`config.mk`:
```
export PLATFORM = sky130hd
export DESIGN_NAME = sync_write_packet_framer_unit
export DESIGN_NICKNAME = d
export VERILOG_FILES = /design/src/hdl/swpf_pkg.sv /design/src/hdl/swpf_framer.sv /design/src/hdl/swpf_serializer.sv /design/src/hdl/sync_write_packet_framer_unit.sv
export SDC_FILE = /design/constraint.sdc
export NUM_CORES = 1
export LEC_CHECK = 0
export BUFFER_PORTS_ARGS = -buffer_cell sky130_fd_sc_hd__buf_2
export CORE_ASPECT_RATIO = 0.8
export CORE_MARGIN = 8
export CORE_UTILIZATION = 35
export CTS_BUF_LIST = sky130_fd_sc_hd__clkbuf_2
export CTS_CLUSTER_SIZE = 28
export DETAILED_ROUTE_END_ITERATION = 6
export SYNTH_ARGS = -nofsm -noshare
export SYNTH_HDL_FRONTEND = slang
export SYNTH_SLANG_ARGS = --single-unit
```
`constraint.sdc`:
```
create_clock -name clk_i -period 6.3 [get_ports clk_i]
set_clock_uncertainty 0.2 [all_clocks]
set_input_delay 0.63 -clock clk_i [delete_from_list [all_inputs] [get_ports clk_i]]
set_output_delay 0.63 -clock clk_i [all_outputs]
set_load 0.03 [all_outputs]
```
`src/hdl/swpf_pkg.sv`:
```
// Package with the types and constants shared by the sync-write packet framer.
package swpf_pkg;

  // Input operation codes.
  typedef enum logic {
    OP_START = 1'b0,
    OP_ENTRY = 1'b1
  } op_e;

  localparam logic [7:0] HEADER_BYTE  = 8'hFF;
  localparam logic [7:0] BROADCAST_ID = 8'hFE;
  localparam logic [7:0] INSTR_SYNC   = 8'h83;
  localparam logic [7:0] DATA_LEN     = 8'h02;

  localparam int unsigned MaxBytes = 8;
  localparam int unsigned IdxW     = $clog2(MaxBytes);

  // One burst of bytes caused by a single input item.
  typedef struct packed {
    logic                          valid;
    logic                          closes;
    logic [IdxW-1:0]               last_idx;
    logic [MaxBytes-1:0][7:0]      bytes;
  } burst_t;

endpackage

```
`src/hdl/swpf_framer.sv`:
```
// Packet framing logic: state registers and the byte burst built for one input item.
module swpf_framer (
  input  logic            clk_i,
  input  logic            rst_ni,
  input  logic            accept_i,
  input  logic            operation_i,
  input  logic [6:0]      servo_count_i,
  input  logic [7:0]      reg_address_i,
  input  logic [7:0]      servo_id_i,
  input  logic [15:0]     data_value_i,
  output swpf_pkg::burst_t burst_o
);
  import swpf_pkg::*;

  logic [7:0] sum_q, sum_d;
  logic [6:0] left_q, left_d;

  logic [8:0] len_wide;
  logic [7:0] len;
  logic [7:0] start_sum;
  logic [7:0] entry_sum;
  logic [6:0] left_dec;

  always_comb begin
    len_wide  = {1'b0, servo_count_i, 1'b0} + {2'b00, servo_count_i} + 9'd4;
    len       = len_wide[7:0];
    start_sum = BROADCAST_ID + len + INSTR_SYNC + reg_address_i + DATA_LEN;
    entry_sum = sum_q + servo_id_i + data_value_i[15:8] + data_value_i[7:0];
    left_dec  = left_q - 7'd1;

    sum_d   = sum_q;
    left_d  = left_q;
    burst_o = '0;

    if (op_e'(operation_i) == OP_START) begin
      burst_o.valid    = 1'b1;
      burst_o.closes   = (servo_count_i == 7'd0);
      burst_o.last_idx = burst_o.closes ? IdxW'(7) : IdxW'(6);
      burst_o.bytes[0] = HEADER_BYTE;
      burst_o.bytes[1] = HEADER_BYTE;
      burst_o.bytes[2] = BROADCAST_ID;
      burst_o.bytes[3] = len;
      burst_o.bytes[4] = INSTR_SYNC;
      burst_o.bytes[5] = reg_address_i;
      burst_o.bytes[6] = DATA_LEN;
      burst_o.bytes[7] = ~start_sum;
      sum_d  = burst_o.closes ? 8'h00 : start_sum;
      left_d = servo_count_i;
    end else if (left_q != 7'd0) begin
      burst_o.valid    = 1'b1;
      burst_o.closes   = (left_dec == 7'd0);
      burst_o.last_idx = burst_o.closes ? IdxW'(3) : IdxW'(2);
      burst_o.bytes[0] = servo_id_i;
      burst_o.bytes[1] = data_value_i[15:8];
      burst_o.bytes[2] = data_value_i[7:0];
      burst_o.bytes[3] = ~entry_sum;
      sum_d  = burst_o.closes ? 8'h00 : entry_sum;
      left_d = left_dec;
    end
  end

  always_ff @(posedge clk_i or negedge rst_ni) begin
    if (!rst_ni) begin
      sum_q  <= 8'h00;
      left_q <= 7'd0;
    end else if (accept_i) begin
      sum_q  <= sum_d;
      left_q <= left_d;
    end
  end

endmodule

```
`src/hdl/swpf_serializer.sv`:
```
// Output shift register that sends a burst one byte per transfer.
module swpf_serializer (
  input  logic             clk_i,
  input  logic             rst_ni,
  input  logic             load_i,
  input  swpf_pkg::burst_t burst_i,
  output logic             can_load_o,
  output logic             out_valid_o,
  input  logic             out_stall_i,
  output logic [7:0]       tx_byte_o,
  output logic             run_last_o,
  output logic             packet_end_o
);
  import swpf_pkg::*;

  logic                     busy_q, busy_d;
  logic                     closes_q, closes_d;
  logic [IdxW-1:0]          left_q, left_d;
  logic [MaxBytes-1:0][7:0] data_q, data_d;
  logic                     xfer;
  logic                     last;

  assign last         = (left_q == '0);
  assign xfer         = busy_q && !out_stall_i;
  assign can_load_o   = !busy_q || (xfer && last);
  assign out_valid_o  = busy_q;
  assign tx_byte_o    = data_q[0];
  assign run_last_o   = last;
  assign packet_end_o = last && closes_q;

  always_comb begin
    busy_d   = busy_q;
    closes_d = closes_q;
    left_d   = left_q;
    data_d   = data_q;
    if (xfer) begin
      busy_d = !last;
      left_d = left_q - IdxW'(1);
      data_d = {8'h00, data_q[MaxBytes-1:1]};
    end
    if (load_i && burst_i.valid) begin
      busy_d   = 1'b1;
      closes_d = burst_i.closes;
      left_d   = burst_i.last_idx;
      data_d   = burst_i.bytes;
    end
  end

  always_ff @(posedge clk_i or negedge rst_ni) begin
    if (!rst_ni) begin
      busy_q <= 1'b0;
    end else begin
      busy_q <= busy_d;
    end
  end

  always_ff @(posedge clk_i) begin
    closes_q <= closes_d;
    left_q   <= left_d;
    data_q   <= data_d;
  end

  // A burst is only loaded when the previous one is gone or leaves now.
  assert property (@(posedge clk_i) disable iff (!rst_ni)
    load_i && burst_i.valid |-> can_load_o)
    else $error("burst loaded over a pending one");

  // A loaded burst is on the output in the next cycle.
  assert property (@(posedge clk_i) disable iff (!rst_ni)
    load_i && burst_i.valid |=> busy_q && tx_byte_o == $past(burst_i.bytes[0]))
    else $error("loaded burst not presented");

  // The serializer drains only after its final byte moves.
  assert property (@(posedge clk_i) disable iff (!rst_ni)
    busy_q && !(xfer && last) |=> busy_q)
    else $error("burst dropped before its last byte");

endmodule

```
`src/hdl/sync_write_packet_framer_unit.sv`:
```
// Top level of the servo-bus sync-write packet framer.
//
// The input channel takes one item per transfer: a start item (operation 0)
// with the servo count and register address, or an entry item (operation 1)
// with a servo id and a 16-bit value. The output channel moves one packet
// byte per transfer, with run_last marking the final byte of an item and
// packet_end marking the checksum byte.
// A start item produces seven header bytes, or eight when the count is zero
// and the checksum follows at once. An entry item produces three bytes, or
// four when it is the last announced entry. An entry with no packet open
// produces nothing, and a new start abandons any open packet.
// The framing logic builds the whole burst in the cycle of the input
// transfer, and its first byte is on the output in the next cycle. The
// output shift register sends one byte per cycle while the receiver does
// not stall; the next item is taken in the same cycle as the last byte of
// the current one. When the receiver stalls, the current byte holds and
// in_stall_o rises as soon as the shift register cannot take another burst.
// Reset clears the running checksum, closes any packet and empties the
// output, so out_valid_o is low after reset.
module sync_write_packet_framer_unit (
  input  logic        clk_i,
  input  logic        rst_ni,
  input  logic        in_valid_i,
  output logic        in_stall_o,
  input  logic        operation_i,
  input  logic [6:0]  servo_count_i,
  input  logic [7:0]  reg_address_i,
  input  logic [7:0]  servo_id_i,
  input  logic [15:0] data_value_i,
  output logic        out_valid_o,
  input  logic        out_stall_i,
  output logic [7:0]  tx_byte_o,
  output logic        run_last_o,
  output logic        packet_end_o
);
  import swpf_pkg::*;

  burst_t burst;
  logic   can_load;
  logic   accept;

  // An input transfer happens whenever the shift register can take the
  // burst, even if the item turns out to produce no bytes.
  assign in_stall_o = !can_load;
  assign accept     = in_valid_i && can_load;

  swpf_framer u_framer (
    .clk_i         (clk_i),
    .rst_ni        (rst_ni),
    .accept_i      (accept),
    .operation_i   (operation_i),
    .servo_count_i (servo_count_i),
    .reg_address_i (reg_address_i),
    .servo_id_i    (servo_id_i),
    .data_value_i  (data_value_i),
    .burst_o       (burst)
  );

  swpf_serializer u_serializer (
    .clk_i        (clk_i),
    .rst_ni       (rst_ni),
    .load_i       (accept),
    .burst_i      (burst),
    .can_load_o   (can_load),
    .out_valid_o  (out_valid_o),
    .out_stall_i  (out_stall_i),
    .tx_byte_o    (tx_byte_o),
    .run_last_o   (run_last_o),
    .packet_end_o (packet_end_o)
  );

endmodule

```
==> summary.md, run 1 <==
The flow ran to the end, and the final reports show no timing, DRC or antenna violations. Across the VDD grid, the largest voltage drop is 0.155 mV. The floorplan step defined a core boundary enclosing 14900 µm².

Setup violations remaining at the end of the flow were counted as 0. Using the TritonRoute via totals, the vias-per-cell ratio works out to 5.15. The total power was 2.75 mW. The via count of the first global-routing pass is 3798.

The hold violation count in the final report is 0, and the global-route usage over all layers is 13.6%. The standard-cell row count was 40; the clock-pin slew on the worst setup and hold paths was 280 ps. In the synthesized netlist the dominant register cell turns out to be edfxtp_1. The tools report the maximum buffer depth of the clock tree as 2.

Setup repair after global routing left no endpoint under its margin. Buffers inserted during clock tree synthesis total 9. The run gives 620 ps as the clock latency of the later-clocked register in the worst-skew pair.

For this run, asynchronously set or reset flops after synthesis account for 19.0%. The area of placed instances came out at 5670 µm². In this run the worst path has a maximum fanout of 4. The worst register-to-register path has a setup slack of 2890 ps. The wire length of the first global-routing pass was 20700 µm. Counting tap cells, the placed design contains a total of 718 instances.

Following the worst setup path forward leads to its endpoint at u_serializer.data_q[63]$_SDFFCE_PP0P_. Vertical extent of the die: 126 µm. The most critical setup path has its startpoint at servo_count_i[1]. Setup slack on the critical path of the routed design comes to 2850 ps.

The highest clock frequency the design can meet was 290 MHz; the die width was 153 µm. The area of all placed cells without fillers came out at 5840 µm². For this configuration, the core starts out at a cell density of 35.5%. Detailed placement finished with a half-perimeter wire length of 9100 µm. In this run the remaining antenna-violating nets after routing total 0. For the relative slew slack, the log shows 35.9%. Counting flops and latches in the post-synthesis netlist gives 84. The type of the worst min-delay path was input pin to flip-flop. Averaged over all synthesized cells, the footprint is 10.6 µm².

The count of port buffers added during placement was 55. 0 antenna diodes ended up in the layout. The final core utilization is 39.2%.

At the worst endpoint, the required time is 6530 ps. After layout, the worst path uses 54.8% of the clock period. The net count of the mapped netlist came out at 597.

The count of flip-flops with a built-in enable after synthesis was 68. For this run, design rule violations remaining after detail routing come to 0. The logs give 3782 for the number of vias in the routed layout and 3690 ps for the arrival time at the worst endpoint. Timing analysis after detailed placement gives a worst setup slack of 2190 ps. The worst register-to-register path ends at u_serializer.data_q[31]$_DFFE_PP_. The area of the die is 19300 µm². The H-tree generated during clock tree synthesis spans 3 levels.

The clock period could shrink to 3450 ps. For this run, the number of Yosys warnings is 0. The launching point of the worst reg2reg path was u_framer.left_q[0]$_DFFE_PN0P_.

Global routing finished with a remaining overflow of 0. TritonCTS built the clock tree. The tightest hold path in the finished design has a slack of 108 ps. After routing, the total negative slack on setup checks comes to 0 ps. Buffer count from post-CTS setup fixing: 0. The synthesized netlist occupies a cell area of 5290 µm². The first-pass iteration count of the detailed router is 6, and the slew at the pin closest to its max-slew limit is 948 ps. The number of pins exceeding their max-slew limit in the final report is 0. The average wire per standard cell is 17.1 µm. The post-route netlist has 16.5% of its cells at a drive strength greater than 1. The tools report the number of I/O pins as 56. The tools report the element type at the critical path end as a flip-flop.

Entering global routing, the biggest net connects 68 pins. The number of antenna violations at the first check in global routing is 0, and the fraction of the yosys area taken by sequential cells is 46.2%. The clock drives 84 sinks.

After detailed routing, the total wire length is 12600 µm. Summed over all cells, the static leakage comes to 2.60 nW. In the final design database the tool counted 639 nets. The startpoint identified for the worst hold timing path is servo_count_i[2]. The final RePlAce weighted congestion was 0.851; the cell depth of the worst flop-to-flop path was 8. The critical path in this run is classified as input pin to flip-flop. The tool flagged a number of max-cap violations equal to 0. Synthesis handed over a netlist of 499 instances. The clock root buffer master is clkbuf_2.

The total power divided by cell area is 471 nW/µm². DRC marker count from the first detailed-route iteration: 278. From synthesis to final layout, the design area changed by 10.5%.

The final cell count without fillers came out at 735. Count of distinct cell types in the synthesized netlist: 58. The tools report the startpoint type of the worst setup path as an input pin.
==> logic make-up after synthesis <==
family / after synthesis / share of synthesized area, %
fa+ha+maj: 54 / 15.0
flops: 84 / 46.2
compound gates: 123 / 16.0
buf+inv: 101 / 8.54
simple gates: 118 / 11.1
xor+xnor: 19 / 3.14
==> Yosys cell counts (all sizes together) (3+ instances only) <==
library cell	count	area (µm²)
xnor2	17	149
nor3	4	20.0
dfrtp	16	400
nand2	56	213
o22ai	12	75.1
inv	70	263
a22o	6	52.6
clkbuf	10	37.5
nor2b	4	25.0
fa	16	320
a21o	6	45.0
a22oi	4	30.0
o21bai	4	30.0
nor2	19	81.3
a221o	3	30.0
edfxtp	68	2040
ha	38	475
nand3	7	40.0
and2	3	18.8
a21oi	24	120
nor3b	3	22.5
o211ai	23	178
o21ai	23	115
buf	21	151
and3	15	93.8
==> worst min-delay path by stage <==
| stage | end | slack (ps) | cells past startpoint |
|---|---|---|---|
| floorplan | u_framer.left_q[0]$_DFFE_PN0P_ | 130 | 0 |
| global placement | u_framer.sum_q[5]$_DFFE_PN0P_ | 280 | 2 |
| detailed placement | u_framer.sum_q[5]$_DFFE_PN0P_ | 300 | 2 |
| CTS | u_framer.left_q[2]$_DFFE_PN0P_ | 40 | 3 |
| global route | u_framer.left_q[2]$_DFFE_PN0P_ | 70 | 3 |
| finish | u_framer.left_q[2]$_DFFE_PN0P_ | 110 | 3 |
==> worst max-delay path, stage by stage <==
cell and delay, ps:
buf_2 120, inv_1 70, ha_1 290, inv_1 60, ha_1 200, inv_1 70, fa_1 470, inv_1 60
ha_1 280, ha_1 360, a211oi_1 350, o21bai_1 120, a21oi_1 180, xnor2_1 150, xnor2_1 100, and2_1 170
==> placed cells by master (no fill, tap or decap), types with 2 or more instances in the layout <==
cell type / n
a211oi_1: 2
a21o_1: 6
a21oi_1: 24
a221o_1: 3
a22o_1: 6
a22oi_1: 4
and2_1: 3
and3_1: 15
buf_2: 55
buf_4: 6
bufinv_16: 3
clkbuf_2: 10
dfrtp_1: 16
edfxtp_1: 68
fa_1: 16
ha_1: 38
inv_1: 69
inv_6: 2
nand2_1: 54
nand2_2: 2
nand3_1: 6
nor2_1: 17
nor2b_1: 4
nor3_1: 4
nor3b_1: 3
o211ai_1: 22
o21a_1: 2
o21ai_0: 21
o21bai_1: 4
o22ai_1: 12
xnor2_1: 17
xor2_1: 2
==> registers in the layout, indices dropped and copies added, names as in the netlist <==
| signal | count |
|---|---|
| u_serializer.data_q | 56 |
| u_framer.sum_q | 8 |
| u_serializer.tx_byte_o | 8 |
| u_framer.left_q | 7 |
| u_serializer.left_q | 3 |
| u_serializer.closes_q | 1 |
| u_serializer.out_valid_o | 1 |
==> final cells by class <==
type / instances / area [µm²]
clock buffer: 10 / 50.0
clock inverter: 6 / 111
fill: 1494 / 9070
inverter: 70 / 263
multi-input combinational: 314 / 2410
sequential: 84 / 2440
tap: 189 / 236
timing repair buffer: 62 / 330
==> report_power, final <==
part | total (mW) | internal (mW) | switching (mW)
combinational | 1.27 | 0.497 | 0.769
clock | 0.378 | 0.174 | 0.204
sequential | 1.11 | 0.983 | 0.127
total | 2.75 | 1.65 | 1.10
==> metal layers <==
metal | share of wire [%] | GRT usage (%)
met1 | 49 | 18.9
met5 | 0 | 0
met3 | 6.4 | 4.75
met4 | 0.99 | 2.99
met2 | 43 | 20.1
==> timing repair <==
action / 4_1_cts / 5_1_grt
hold endpoints to repair: 16 / 0
gates resized for setup: 0 / 0
hold buffers: 1 / 0
Note: power is estimated with default switching activity, not from simulation.
==> inputs of run 2 (changes only) <==
clock period = 3.2 ns   (was 6.3 ns; I/O delays follow)
==> run 2 against run 1 <==
Compared with the run above:
- critical endpoint is now u_serializer.data_q[30]$_DFFE_PP_
- hold slack got worse by 51 ps
- routed wire length increased by 2.9%
- die area unchanged
- first-iteration DRC count rose by 2.9%
==> summary.md, run 2 (synthesis gave the netlist of run 1 again) <==
The number of CTS-inserted buffers is 9 (unchanged). The run finished with clean final reports. Clock root buffer master: clkbuf_2 (unchanged).

The pin count of the biggest net entering global routing is 40 (was 68). For the reported leakage power, the log shows 2.95 nW (was 2.60 nW). The register with the most flip-flops is u_serializer.data_q (unchanged). For the standard-cell row count, the log shows 40 (unchanged). Number of nets in the layout: 720 (was 639). The run gives 21300 µm (was 20700 µm) as the wire length of the first global-routing pass.

Total DRC errors in the routed layout: 0 (unchanged). The net switching power is 2.24 mW (was 1.10 mW), and the final routed wirelength across all metal layers is 13000 µm (was 12600 µm). For the area of the die, the log shows 19300 µm² (unchanged). The clock share of power was 8.2% (was 13.7%). The tools report the via count of the first global-routing pass as 4091 (was 3798).

The first-pass iteration count of the detailed router came out at 5 (was 6). Global-route usage over all layers: 13.8% (was 13.6%). The cell depth of the worst flop-to-flop path works out to 9 (was 8). The total power divided by cell area is 851 nW/µm² (was 471 nW/µm²), and the largest voltage drop on the vdd net is 0.293 mV (was 0.155 mV). The final core utilization was 44.3% (was 39.2%). Launching point of the worst reg2reg path: u_framer.left_q[0]$_DFFE_PN0P_ (unchanged). The sum of overflow across all layers after global routing was 0 (unchanged). The layout overhead on the synthesized area was 24.9% (was 10.5%); the number of vias per cell after detailed routing was 4.98 (was 5.15). Worst min-delay path endpoint: u_serializer.data_q[17]$_DFFE_PP_ (was u_framer.left_q[2]$_DFFE_PN0P_).

TritonCTS built the clock tree. The minimum setup slack among reg-to-reg paths is 120 ps (was 2890 ps), and the final RePlAce weighted congestion is 0.844 (was 0.851). The number of clock sinks is 84 (unchanged), and the number of antenna violations at the first check in global routing is 0 (unchanged). The longest individual stage delay on the worst path was 520 ps (was 470 ps); the number of pins exceeding their max-slew limit in the final report was 0 (unchanged). Area of all placed cells without fillers: 6610 µm² (was 5840 µm²).

The die width is 153 µm (unchanged). The maximum buffer depth of the clock tree came out at 2 (unchanged). Commonest non-fill, non-tap cell in the layout: inv_1 (unchanged). Share of final-layout standard cells stronger than drive strength 1: 22.6% (was 16.5%). The switching part of the total power came out at 39.9% (about the same).

The end of the worst register-to-register path was u_framer.left_q[2]$_DFFE_PN0P_ (was u_serializer.data_q[31]$_DFFE_PP_). The final critical delay including setup and external delays was 3180 ps. The post-route antenna net violation count is 0 (unchanged).

The tools report the initial standard-cell utilization of the core as 35.5% (unchanged). The area of the core region was 14900 µm² (unchanged); the setup violation total in the final timing report was 0 (unchanged). The tools report the hold violation count in the final report as 0 (unchanged). The vertical extent of the die works out to 126 µm (unchanged). The required time at the endpoint of the critical path is 3410 ps (was 6530 ps), and the arrival time at the worst endpoint is 3390 ps (was 3690 ps). The category of the most critical setup path is input pin to flip-flop (unchanged). The number of cells on the worst hold path came out at 4 (was 3).

The type of the worst min-delay path is input pin to flip-flop (unchanged). The tools report the startpoint type of the worst setup path as an input pin (unchanged). The DRC marker count from the first detailed-route iteration was 286 (was 278); the relative slew slack was 44.0% (was 35.9%). The element type at the critical path end is a flip-flop (unchanged).

The number of flip-flops under the largest register name came out at 56 (unchanged). The maximum net fanout on the critical path works out to 3 (was 4). Cells traversed along the worst timing path: dlygate4sd3_1 > buf_2 > inv_1 > fa_1 > fa_1 > inv_1 > ha_4 > nor3b_1 > a31oi_1 > o21ai_1 > a311oi_1 > buf_4 > o22ai_1 > a21oi_1 (was buf_2 > inv_1 > ha_1 > inv_1 > ha_1 > inv_1 > fa_1 > inv_1 > ha_1 > ha_1 > a211oi_1 > o21bai_1 > a21oi_1 > xnor2_1 > xnor2_1 > and2_1). The portion of total power attributed to sequential cells is 38.6% (was 40.3%). The run gives 6100 µm² (was 5670 µm²) as the area of placed instances. The tools report the internal power of the cells as 3.38 mW (was 1.65 mW). The number of I/O pins was 56 (unchanged). The clock-pin slew on the worst setup and hold paths is 220 ps (was 280 ps). Launch instance of the worst min-delay path: data_value_i[1] (was servo_count_i[2]). The number of vias in the routed layout is 4066 (was 3782), and the H-tree level count is 3 (unchanged). The run gives 53.1% (was 46.0%) as the power share of the combinational group. The average wire per standard cell was 15.9 µm (was 17.1 µm).

The count of antenna diodes in the layout came out at 0 (unchanged). The clock latency of the later-clocked register in the worst-skew pair is 580 ps (was 620 ps). The run gives 9490 µm (was 9100 µm) as the sum of net half-perimeters after detailed placement. Slew at the pin closest to its max-slew limit: 838 ps (was 948 ps). Most used cells in the layout excluding fill and tap cells: inv_1 (69), edfxtp_1 (68), buf_2 (55) (unchanged). Timing would allow up to 315 MHz. The cell with the biggest individual delay on the critical path is fa_1 (unchanged). The number of max-cap violations was 0 (unchanged). The buffer count from post-CTS setup fixing is 0 (unchanged), and the final cycle utilization of the critical path is 99.4%. The count of port buffers added during placement came out at 55 (unchanged).
run 2: changes by cell type in the layout (fill, tap and decap cells not counted), moves of 3 or more:
cell	before	now
buf_12	0	3
buf_4	6	46
bufinv_16	3	0
clkinv_1	1	4
dlygate4sd3_1	1	39
ha_1	38	32
ha_4	0	6
o21ai_0	21	18
run 2: repair_timing:
item	4_1_cts	5_1_grt
hold endpoints to repair	50	0
gates resized for setup	0	8
endpoints found under the setup margin	0	6
hold buffers	39	0
run 2: power by group through the flow:
stage | clock network [mW] | logic (mW) | registers, mW
after floorplan | 0 | 2.05 | 2.12
after global placement | 0 | 2.79 | 2.18
after detailed placement | 0 | 2.87 | 2.20
after CTS | 0.490 | 2.94 | 2.17
after global routing | 0.537 | 3.32 | 2.23
final | 0.463 | 2.99 | 2.17
run 2: worst max-delay path by stage:
stage	end	startpoint	slack [ps]
floorplan	u_serializer.data_q[63]$_SDFFCE_PP0P_	servo_count_i[1]	1
global placement	u_serializer.data_q[63]$_SDFFCE_PP0P_	servo_count_i[2]	-240
detailed placement	u_serializer.data_q[63]$_SDFFCE_PP0P_	servo_count_i[1]	-350
CTS	u_framer.left_q[2]$_DFFE_PN0P_	u_framer.left_q[0]$_DFFE_PN0P_	20
global route	u_framer.sum_q[6]$_DFFE_PN0P_	data_value_i[14]	-10
finish	u_serializer.data_q[30]$_DFFE_PP_	data_value_i[14]	20
run 2: layer usage:
metal  up-vias  GRT usage [%]  share of wire, %
li1       1994              -                 -
met1      1964           18.6                49
met2        96           21.3                45
met3        12           3.42               5.0
met4         0           4.49               1.1
met5         -              0                 0
run 2: critical path: cells and delay by family:
kind,cells,cell delay [ps]
buf+inv,5,890
simple gates,1,130
compound gates,5,770
fa+ha+maj,3,1280
run 2: layout make-up:
| class | count | area (µm²) |
|---|---|---|
| Clock inverter | 7 | 33.8 |
| Sequential cell | 84 | 2440 |
| Clock buffer | 9 | 45.0 |
| Tap cell | 189 | 236 |
| Timing Repair Buffer | 143 | 1070 |
| Fill cell | 1443 | 8300 |
| Multi-Input combinational cell | 314 | 2520 |
| Inverter | 70 | 263 |
run 2: stage by stage:
step                worst slack [ps]  setup TNS, ps  std cells  hold WS [ps]  power (mW)
detailed placement              -351          -2400        761          84.3        5.08
global route                   -13.2          -13.2        816          15.6        6.09
CTS                             16.7              0        816          2.34        5.61
floorplan                       1.16              0        499          -176        4.17
global placement                -244          -1670        761          82.1        4.97
finish                          20.6              0        816          56.8        5.63
